`src/hw/rtl/ahfp_pkg.sv`:
```
package ahfp_pkg;

    // Longest line in bytes, newline excluded, is LINE_BUFFER_BYTES - 1.
    localparam int LINE_BUFFER_BYTES = 64;

    localparam int FRAME_TOKENS = 7;
    // Tokens 0..5 carry the frame payload; token 6 carries the CRC.
    localparam int HELD_LANES   = 6;
    localparam int LANE_W       = 3;

    localparam logic [7:0] CRC_POLY = 8'h07;
    localparam logic [7:0] CRC_INIT = 8'h00;

    localparam logic [7:0] CH_NUL   = 8'h00;
    localparam logic [7:0] CH_LF    = 8'h0A;
    localparam logic [7:0] CH_CR    = 8'h0D;
    localparam logic [7:0] CH_COMMA = 8'h2C;

    typedef enum logic [1:0] {
        ERR_NONE  = 2'd0,
        ERR_SHORT = 2'd1,
        ERR_CRC   = 2'd2
    } t_err;

    // One decoded token headed for the frame store.
    typedef struct packed {
        logic              we;
        logic [LANE_W-1:0] lane;
        logic [7:0]        data;
    } t_wr_req;

    // Outcome of a completed line.
    typedef struct packed {
        logic fire;
        logic ok;
        t_err err;
    } t_result;

    typedef logic [HELD_LANES-1:0][7:0] t_frame_row;

    function automatic logic [3:0] hex_digit(input logic [7:0] c);
        logic [3:0] d;
        d = 4'h0;
        if (c >= 8'h30 && c <= 8'h39) begin
            d = 4'(c - 8'h30);
        end else if (c >= 8'h41 && c <= 8'h46) begin
            d = 4'(c - 8'h41 + 8'd10);
        end else if (c >= 8'h61 && c <= 8'h66) begin
            d = 4'(c - 8'h61 + 8'd10);
        end
        return d;
    endfunction

    // One byte of CRC-8, MSB first, no reflection.
    function automatic logic [7:0] crc8_byte(input logic [7:0] crc, input logic [7:0] data);
        logic [7:0] c;
        c = crc ^ data;
        for (int b = 0; b < 8; b++) begin
            if (c[7]) begin
                c = {c[6:0], 1'b0} ^ CRC_POLY;
            end else begin
                c = {c[6:0], 1'b0};
            end
        end
        return c;
    endfunction

endpackage

```
`src/hw/rtl/ahfp_if.sv`:
```
interface ahfp_in_if;
    logic       valid;
    logic       ready;
    logic [7:0] rx_byte;

    modport source (output valid, output rx_byte, input ready);
    modport sink   (input valid, input rx_byte, output ready);
endinterface

interface ahfp_out_if;
    logic        valid;
    logic        ready;
    logic        frame_ok;
    logic [1:0]  error_kind;
    logic [7:0]  flags_byte;
    logic [23:0] button_bits;
    logic [7:0]  joystick_one;
    logic [7:0]  joystick_two;

    modport source (
        output valid, output frame_ok, output error_kind, output flags_byte,
        output button_bits, output joystick_one, output joystick_two,
        input ready
    );
    modport sink (
        input valid, input frame_ok, input error_kind, input flags_byte,
        input button_bits, input joystick_one, input joystick_two,
        output ready
    );
endinterface

```
`src/hw/rtl/ahfp_tokenizer.sv`:
```
module ahfp_tokenizer #(
    parameter int LINE_BUFFER_BYTES = ahfp_pkg::LINE_BUFFER_BYTES
) (
    input  logic              i_clk,
    input  logic              i_rst_n,
    input  logic              i_accept,
    input  logic [7:0]        i_byte,
    output ahfp_pkg::t_wr_req o_wr,
    output ahfp_pkg::t_result o_res
);

    localparam int LCW = $clog2(LINE_BUFFER_BYTES);
    localparam logic [LCW-1:0] LINE_MAX = LCW'(LINE_BUFFER_BYTES - 1);

    logic [LCW-1:0] r_line_count, n_line_count;
    logic           r_nul_seen, n_nul_seen;
    logic [2:0]     r_tok_count, n_tok_count;
    logic [1:0]     r_chars, n_chars;
    logic [7:0]     r_tok_value, n_tok_value;
    logic [7:0]     r_crc, n_crc;
    logic           r_tok6_ok, n_tok6_ok;

    logic           do_close;
    logic           do_clear;
    logic           close_ok;
    logic           crc_match;
    logic [3:0]     digit;

    assign close_ok = (r_chars != 2'd0) && (r_tok_count < 3'(ahfp_pkg::FRAME_TOKENS));
    assign digit    = ahfp_pkg::hex_digit(i_byte);

    always_comb begin
        n_line_count = r_line_count;
        n_nul_seen   = r_nul_seen;
        n_tok_count  = r_tok_count;
        n_chars      = r_chars;
        n_tok_value  = r_tok_value;
        n_crc        = r_crc;
        n_tok6_ok    = r_tok6_ok;
        do_close     = 1'b0;
        do_clear     = 1'b0;
        crc_match    = r_tok6_ok;
        o_wr         = '0;
        o_res        = '0;

        if (i_accept && i_byte != ahfp_pkg::CH_CR) begin
            if (i_byte == ahfp_pkg::CH_LF) begin
                if (r_line_count != '0) begin
                    do_close  = 1'b1;
                    do_clear  = 1'b1;
                    o_res.fire = 1'b1;
                end
            end else if (r_line_count >= LINE_MAX) begin
                do_clear = 1'b1;
            end else begin
                n_line_count = r_line_count + LCW'(1);
                if (!r_nul_seen) begin
                    if (i_byte == ahfp_pkg::CH_NUL) begin
                        n_nul_seen = 1'b1;
                    end else if (i_byte == ahfp_pkg::CH_COMMA) begin
                        do_close = 1'b1;
                    end else if (r_chars == 2'd0) begin
                        n_tok_value = {digit, 4'h0};
                        n_chars     = 2'd1;
                    end else if (r_chars == 2'd1) begin
                        n_tok_value = {r_tok_value[7:4], digit};
                        n_chars     = 2'd2;
                    end
                end
            end
        end

        if (do_close) begin
            if (close_ok) begin
                if (r_tok_count < 3'(ahfp_pkg::HELD_LANES)) begin
                    o_wr.we   = 1'b1;
                    o_wr.lane = r_tok_count;
                    o_wr.data = r_tok_value;
                    n_crc     = ahfp_pkg::crc8_byte(r_crc, r_tok_value);
                end else begin
                    n_tok6_ok = (r_tok_value == r_crc);
                    crc_match = (r_tok_value == r_crc);
                end
                n_tok_count = r_tok_count + 3'd1;
            end
            n_chars     = 2'd0;
            n_tok_value = 8'h00;
        end

        if (o_res.fire) begin
            if (n_tok_count != 3'(ahfp_pkg::FRAME_TOKENS)) begin
                o_res.err = ahfp_pkg::ERR_SHORT;
            end else if (!crc_match) begin
                o_res.err = ahfp_pkg::ERR_CRC;
            end else begin
                o_res.ok  = 1'b1;
                o_res.err = ahfp_pkg::ERR_NONE;
            end
        end

        if (do_clear) begin
            n_line_count = '0;
            n_nul_seen   = 1'b0;
            n_tok_count  = 3'd0;
            n_chars      = 2'd0;
            n_tok_value  = 8'h00;
            n_crc        = ahfp_pkg::CRC_INIT;
        end
    end

    always_ff @(posedge i_clk) begin
        if (!i_rst_n) begin
            r_line_count <= '0;
            r_nul_seen   <= 1'b0;
            r_tok_count  <= 3'd0;
            r_chars      <= 2'd0;
            r_tok_value  <= 8'h00;
            r_crc        <= ahfp_pkg::CRC_INIT;
            r_tok6_ok    <= 1'b0;
        end else begin
            r_line_count <= n_line_count;
            r_nul_seen   <= n_nul_seen;
            r_tok_count  <= n_tok_count;
            r_chars      <= n_chars;
            r_tok_value  <= n_tok_value;
            r_crc        <= n_crc;
            r_tok6_ok    <= n_tok6_ok;
        end
    end

endmodule

```
`src/hw/rtl/ahfp_frame_store.sv`:
```
module ahfp_frame_store (
    input  logic                 i_clk,
    input  logic                 i_rst_n,
    input  ahfp_pkg::t_wr_req    i_wr,
    input  logic                 i_rd_en,
    input  logic                 i_commit,
    output ahfp_pkg::t_frame_row o_held
);

    // Two rows: one holds the last good frame, the other collects the current line.
    ahfp_pkg::t_frame_row r_mem [0:1];
    ahfp_pkg::t_frame_row r_rd_data;

    logic r_commit_bank, n_commit_bank;
    logic r_held_valid, n_held_valid;
    logic r_rd_zero;

    always_comb begin
        n_commit_bank = r_commit_bank;
        n_held_valid  = r_held_valid;
        if (i_commit) begin
            n_commit_bank = ~r_commit_bank;
            n_held_valid  = 1'b1;
        end
    end

    always_ff @(posedge i_clk) begin
        if (i_wr.we) begin
            r_mem[~r_commit_bank][i_wr.lane] <= i_wr.data;
        end
        if (i_rd_en) begin
            r_rd_data <= r_mem[n_commit_bank];
        end
    end

    always_ff @(posedge i_clk) begin
        if (!i_rst_n) begin
            r_commit_bank <= 1'b0;
            r_held_valid  <= 1'b0;
            r_rd_zero     <= 1'b1;
        end else begin
            r_commit_bank <= n_commit_bank;
            r_held_valid  <= n_held_valid;
            if (i_rd_en) begin
                r_rd_zero <= ~n_held_valid;
            end
        end
    end

    assign o_held = r_rd_zero ? '0 : r_rd_data;

endmodule

```
`src/hw/rtl/ascii_hex_frame_parser_crc8.sv`:
```
// A result word appears in the cycle after the newline word that ends its line.
// Throughput: one input word per cycle while the sink does not hold off a waiting result;
// the byte-wise CRC and token logic and the registered frame store read set this figure.
// Reset: synchronous, active low; clears all line and token state and the held values
// read as zero until the first valid frame. The frame store itself needs no clearing.
module ascii_hex_frame_parser_crc8 #(
    parameter int LINE_BUFFER_BYTES = ahfp_pkg::LINE_BUFFER_BYTES
) (
    input  logic           i_clk,
    input  logic           i_rst_n,
    ahfp_in_if.sink        i_rx,
    ahfp_out_if.source     o_frame
);

    // The tokenizer works on the fly: each accepted word other than a carriage
    // return updates the line length, the open token and a running CRC-8 over tokens 0..5. Token 6 is
    // compared against the running CRC when it closes, so the CRC verdict is
    // ready at the newline without reading anything back.
    //
    // Tokens 0..5 are written into the frame store, a two-row memory. One row
    // holds the last valid frame, the other collects the current line. A valid
    // frame simply swaps the roles of the rows, and the held fields are read
    // from the committed row into the output register on the newline.

    ahfp_pkg::t_wr_req    wr_req;
    ahfp_pkg::t_result    res;
    ahfp_pkg::t_frame_row held_row;

    logic           in_accept;
    logic           r_out_valid, n_out_valid;
    logic           r_ok;
    ahfp_pkg::t_err r_err;

    // A waiting result blocks input only while the sink holds it off.
    assign i_rx.ready = !r_out_valid || o_frame.ready;
    assign in_accept  = i_rx.valid && i_rx.ready;

    ahfp_tokenizer #(
        .LINE_BUFFER_BYTES(LINE_BUFFER_BYTES)
    ) u_tokenizer (
        .i_clk   (i_clk),
        .i_rst_n (i_rst_n),
        .i_accept(in_accept),
        .i_byte  (i_rx.rx_byte),
        .o_wr    (wr_req),
        .o_res   (res)
    );

    ahfp_frame_store u_frame_store (
        .i_clk   (i_clk),
        .i_rst_n (i_rst_n),
        .i_wr    (wr_req),
        .i_rd_en (res.fire),
        .i_commit(res.fire && res.ok),
        .o_held  (held_row)
    );

    always_comb begin
        n_out_valid = r_out_valid;
        if (res.fire) begin
            n_out_valid = 1'b1;
        end else if (o_frame.ready) begin
            n_out_valid = 1'b0;
        end
    end

    always_ff @(posedge i_clk) begin
        if (!i_rst_n) begin
            r_out_valid <= 1'b0;
        end else begin
            r_out_valid <= n_out_valid;
        end
    end

    // Verdict registers load together with the frame store read.
    always_ff @(posedge i_clk) begin
        if (res.fire) begin
            r_ok  <= res.ok;
            r_err <= res.err;
        end
    end

    assign o_frame.valid        = r_out_valid;
    assign o_frame.frame_ok     = r_ok;
    assign o_frame.error_kind   = r_err;
    assign o_frame.flags_byte   = held_row[0];
    assign o_frame.button_bits  = {held_row[3], held_row[2], held_row[1]};
    assign o_frame.joystick_one = held_row[4];
    assign o_frame.joystick_two = held_row[5];

endmodule

```
`src/flat_wrapper.sv`:
```
// flat-port wrapper written by rule: the top's interface ports become plain ports
module ascii_hex_frame_parser_crc8_flat 
#(
    parameter int LINE_BUFFER_BYTES = ahfp_pkg::LINE_BUFFER_BYTES
)
  (i_clk, i_rst_n, i_rx_valid, i_rx_rx_byte, i_rx_ready, o_frame_valid, o_frame_frame_ok, o_frame_error_kind, o_frame_flags_byte, o_frame_button_bits, o_frame_joystick_one, o_frame_joystick_two, o_frame_ready);
  ahfp_in_if i_rx_i ();
  ahfp_out_if o_frame_i ();
  input  logic i_clk;
  input  logic i_rst_n;
  input wire logic [$bits(i_rx_i.valid)-1:0] i_rx_valid;
  input wire logic [$bits(i_rx_i.rx_byte)-1:0] i_rx_rx_byte;
  output wire logic [$bits(i_rx_i.ready)-1:0] i_rx_ready;
  output wire logic [$bits(o_frame_i.valid)-1:0] o_frame_valid;
  output wire logic [$bits(o_frame_i.frame_ok)-1:0] o_frame_frame_ok;
  output wire logic [$bits(o_frame_i.error_kind)-1:0] o_frame_error_kind;
  output wire logic [$bits(o_frame_i.flags_byte)-1:0] o_frame_flags_byte;
  output wire logic [$bits(o_frame_i.button_bits)-1:0] o_frame_button_bits;
  output wire logic [$bits(o_frame_i.joystick_one)-1:0] o_frame_joystick_one;
  output wire logic [$bits(o_frame_i.joystick_two)-1:0] o_frame_joystick_two;
  input wire logic [$bits(o_frame_i.ready)-1:0] o_frame_ready;
  assign i_rx_i.valid = i_rx_valid;
  assign i_rx_i.rx_byte = i_rx_rx_byte;
  assign i_rx_ready = i_rx_i.ready;
  assign o_frame_valid = o_frame_i.valid;
  assign o_frame_frame_ok = o_frame_i.frame_ok;
  assign o_frame_error_kind = o_frame_i.error_kind;
  assign o_frame_flags_byte = o_frame_i.flags_byte;
  assign o_frame_button_bits = o_frame_i.button_bits;
  assign o_frame_joystick_one = o_frame_i.joystick_one;
  assign o_frame_joystick_two = o_frame_i.joystick_two;
  assign o_frame_i.ready = o_frame_ready;
  ascii_hex_frame_parser_crc8 #(.LINE_BUFFER_BYTES(LINE_BUFFER_BYTES)) u_core (.i_clk(i_clk), .i_rst_n(i_rst_n), .i_rx(i_rx_i), .o_frame(o_frame_i));
endmodule
```
`config.mk`:
```
export PLATFORM = sky130hd
export DESIGN_NAME = ascii_hex_frame_parser_crc8_flat
export DESIGN_NICKNAME = d
export VERILOG_FILES = /design/src/hw/rtl/ahfp_pkg.sv /design/src/hw/rtl/ahfp_if.sv /design/src/hw/rtl/ahfp_tokenizer.sv /design/src/hw/rtl/ahfp_frame_store.sv /design/src/hw/rtl/ascii_hex_frame_parser_crc8.sv /design/src/flat_wrapper.sv
export SDC_FILE = /design/constraint.sdc
export NUM_CORES = 1
export LEC_CHECK = 0
export BUFFER_PORTS_ARGS = -buffer_cell sky130_fd_sc_hd__buf_4
export CAP_MARGIN = 10
export CELL_PAD_IN_SITES_DETAIL_PLACEMENT = 0
export CELL_PAD_IN_SITES_GLOBAL_PLACEMENT = 1
export CORE_AREA = 4 4 134 136
export CTS_BUF_LIST = sky130_fd_sc_hd__clkbuf_4
export CTS_CLUSTER_DIAMETER = 60
export CTS_CLUSTER_SIZE = 14
export DETAILED_ROUTE_END_ITERATION = 7
export DIE_AREA = 0 0 138 140
export GPL_ROUTABILITY_DRIVEN = 0
export PLACE_DENSITY_LB_ADDON = 0.1
export SYNTH_ARGS = -nofsm -noshare
export SYNTH_HDL_FRONTEND = slang
export SYNTH_HIERARCHICAL = 1
export SYNTH_SLANG_ARGS = --single-unit
export TNS_END_PERCENT = 20
```
`constraint.sdc`:
```
create_clock -name i_clk -period 3.9 [get_ports i_clk]
set_clock_uncertainty 0.2 [all_clocks]
set_input_delay 0.585 -clock i_clk [delete_from_list [all_inputs] [get_ports i_clk]]
set_output_delay 0.585 -clock i_clk [all_outputs]
set_load 0.05 [all_outputs]
```
==> summary.md <==
| Metric | Value |
|---|---|
| Run status | complete, no violations |
| Sort of element at the start of the critical path | flop |
| Most repeated cell in the gate-level netlist after synthesis | edfxtp_1 |
| Headroom to the max-slew limit | 45.7% |
| Number of synthesized register bits | 180 |
| Number of buffers inserted by port buffering | 64 |
| Height of the die | 140 um |
| # resized after CTS | 0 |
| Maximum count of clock buffers along a single path | 2 |
| Most area-consuming cells after synthesis | edfxtp_1 (57%), dfxtp_1 (8.6%), mux2_2 (6.0%) |
| Placement row count | 48 |
| TritonCTS clock tree | yes |
| Latest clock arrival within the worst-skew pair | 0.55 ns |
| Post-Syn Nets | 561 |
| Warnings, synthesis | 6 |
| Drt first pass iters | 5 |
| Synthesized area per cell | 14.3 um2 |
| Area Growth Syn to Fin | 15.9% |
| Worst-path cell chain | inv_1, ha_1, or4b_1, o211a_1, nand2_1, inv_4, o21ai_1, o21ai_0, and2_1, xnor2_4, buf_12, mux2_2 |
| Initial drt markers | 192 |
| NumNets Final | 664 |
| Sequential element share of the synthesized area | 65.7% |
| Global-route usage over all layers | 16.0% |
| HPWL reported at the end of detailed placement | 10400 um |
| Root buffer selected by CTS | clkbuf_4 |
| Final period demand of the worst path | 3.64 ns |
| Post-synth EDFFs | 147 |
| Initial antenna violation count | 0 |
| Top FF cell, synth | edfxtp_1 |
| Flip-flop and latch area | 0.00507 mm2 |
| Post-synthesis async set-or-reset flop share | 0% |
| Final wirelength | 14900 um |
| Clock sink count | 180 |
| CP Max Fanout | 18 |
| Ranking of synthesized cells by instance count | edfxtp_1 (147), nor2b_1 (53), mux2_2 (41), dfxtp_1 (33), nand3_1 (23) |
| Final routed wire length divided by cell count | 16.9 um |
| Final setup violating endpoints | 0 |
| Setup repair after global routing missed its margin | no |
| DP Worst Slack | 0.202 ns |
| PwrDens | 341 mW/mm2 |
| Highest clock rate | 275 MHz |
| DR DRC count | 0 |
| I/O Pins | 65 |
| Classification of the worst setup path | reg2reg |
| Critical-path cell with the highest stage delay | or4b_1 |
| Max-capacitance violation count | 0 |
| Kind of path behind the tightest hold check | in2reg |
| Maximum number of pins on one net before global-route repair | 49 |
| Global-route wire length before repair | 24300 um |
| Number of diodes added for antenna fixing | 0 |
| H-Tree Level Count | 4 |
| Final-layout fill cell count | 1452 |
| Post-synthesis cell count | 539 |
| Initial core utilization | 45.6% |
| Chip width | 138 um |
| Power consumption | 3.06 mW |
| Static Leak | 3.16 nW |
| Crit-path leading delay family | simple AND/OR/NAND/NOR gates |
| Clock buffer count from CTS | 17 |
| Clk pin slew, worst setup/hold paths | 0.13 ns |
| Multi-input gate area | 0.00250 mm2 |
| Final Hold Violating Endpoints | 0 |
| Worst Tran Pin Value | 0.808 ns |
| Remaining Overflow, GRT | 0 |
| Worst Setup Slack, final | 0.265 ns |
| Final worst hold slack | 0.122 ns |
| Count of vias placed by the detailed router | 4510 |
| Library cell with the largest summed area after synthesis | edfxtp_1 |
| Final cycle utilization of the critical path | 93.2% |
| Cell Area, Synth | 0.00772 mm2 |
| Sum of buffers and inverters on the critical path | 3 |
| Peak supply drop | 0.141 mV |
| Total of hold buffers inserted after clock tree synthesis | 0 |
| Antenna-violating nets left | 0 |
| DIE AREA | 0.0193 mm2 |
| Fin. max-slew vios | 0 |
| Number of vias per cell | 5.13 |
| Core occupancy in the finished layout | 52.8% |
| Top-area cell type share of the netlist area | 57.2% |
| Crit. End Element | flop |
| Number of global-route vias before repair | 4517 |
| Required time of the critical path | 4.01 ns |
| WP data arrival | 3.75 ns |
| Ratio of cells with drive above 1 in the final layout | 29.9% |
| Area inside the core boundary | 0.0169 mm2 |
| Number of post-CTS setup repair buffers | 0 |
| Maximum single-stage delay on the critical path | 0.44 ns |
| Synth cell types | 68 |
## sequential cells by signal (all words and copies together) (netlist names)
register,flops
u_core/o_frame.error_kind,2
u_core/o_frame.frame_ok,1
u_core/o_frame.valid,1
u_core/u_frame_store/r_commit_bank,1
u_core/u_frame_store/r_held_valid,1
u_core/u_frame_store/r_mem,96
u_core/u_frame_store/r_rd_data,48
u_core/u_frame_store/r_rd_zero,1
u_core/u_tokenizer/r_chars,2
u_core/u_tokenizer/r_crc,8
u_core/u_tokenizer/r_line_count,6
u_core/u_tokenizer/r_nul_seen,1
u_core/u_tokenizer/r_tok6_ok,1
u_core/u_tokenizer/r_tok_count,3
u_core/u_tokenizer/r_tok_value,8
## per-stage QoR
stage                     std cells  setup TNS, ns  instance area, um2
after floorplan                 539          -4.43                7730
after global routing            880              0                8950
final                           880              0                8950
after CTS                       880              0                8950
after global placement          848              0                8730
after detailed placement        848              0                8730
## where the power goes
group          internal (mW)  leakage [nW]  switching [mW]
Combinational         0.0582          1.43          0.0794
Sequential              2.06          1.61          0.0109
Clock                  0.253         0.122           0.598
Total                   2.37          3.16           0.689
## cell usage in the layout (no fill, tap or decap), drive strengths merged, types with 2 or more instances in the layout
cell and n:
o211a 3, and2 13, nor3 14, xor2 8
dfxtp 33, nand3 24, and3 6, nand4b 3
and4 3, nor3b 2, a21boi 5, buf 103
a21bo 2, xnor2 20, clkinv 9, a21o 5
nand3b 4, nand2 17, clkbuf 18, mux2i 4
mux2 51, a22oi 2, nand4 5, nand2b 6
nor2 13, edfxtp 147, nor4 6, clkinvlp 2
a21oi 20, o21a 2, a211oi 2, inv 18
o21ai 4, nor2b 53, ha 10
## layer usage
metal | up-vias | global-route usage [%] | wire length (um)
li1 | 2214 | - | -
met5 | - | 0 | 0
met3 | 17 | 3.14 | 499
met2 | 93 | 27.3 | 7580
met1 | 2186 | 20.1 | 6510
met4 | 0 | 6.24 | 276
## worst register-to-register path, delay by kind of cell (launching register included)
family | cells | cell delay [ns]
flip-flops | 1 | 0.34
buffers and inverters | 3 | 0.38
AO/OA/AOI/OAI | 3 | 0.69
adder cells (fa/ha/maj) | 1 | 0.15
XOR/XNOR | 1 | 0.41
multiplexers | 1 | 0.35
AND/OR/NAND/NOR | 3 | 0.88
## path summary, 6_finish.rpt
path                                              startpoint                                            to  slack [ns]  cells after the start
max          u_core/u_tokenizer/r_line_count[0]$_SDFFE_PP0P_  u_core/u_frame_store/r_rd_data[33]$_DFFE_PP_        0.26                     12
min                                            o_frame_ready             u_core/o_frame.valid$_SDFFE_PN0P_        0.12                      3
max reg2reg  u_core/u_tokenizer/r_line_count[0]$_SDFFE_PP0P_  u_core/u_frame_store/r_rd_data[33]$_DFFE_PP_        0.26                     12
min reg2reg     u_core/u_frame_store/r_held_valid$_SDFF_PN0_  u_core/u_frame_store/r_held_valid$_SDFF_PN0_        0.27                      1
## area by class of cell
class / instances / share of cell area (%)
Multi-Input combinational cell: 325 / 28.0
Sequential cell: 180 / 56.7
Inverter: 15 / 0.657
Clock buffer: 18 / 1.51
Tap cell: 225 / 3.15
Clock inverter: 14 / 0.965
Timing Repair Buffer: 103 / 9.06
## logic make-up (layout without fill, tap and decap cells)
| group | after synthesis | after routing | synth area share, % |
|---|---|---|---|
| simple gates | 175 | 175 | 13.4 |
| fa+ha+maj | 10 | 10 | 1.62 |
| mux | 55 | 55 | 8.44 |
| xor+xnor | 28 | 28 | 3.27 |
| compound gates | 57 | 57 | 5.43 |
| buf+inv | 34 | 150 | 2.07 |
| flops | 180 | 180 | 65.7 |
No activity file was read; power rests on OpenSTA's default activity.
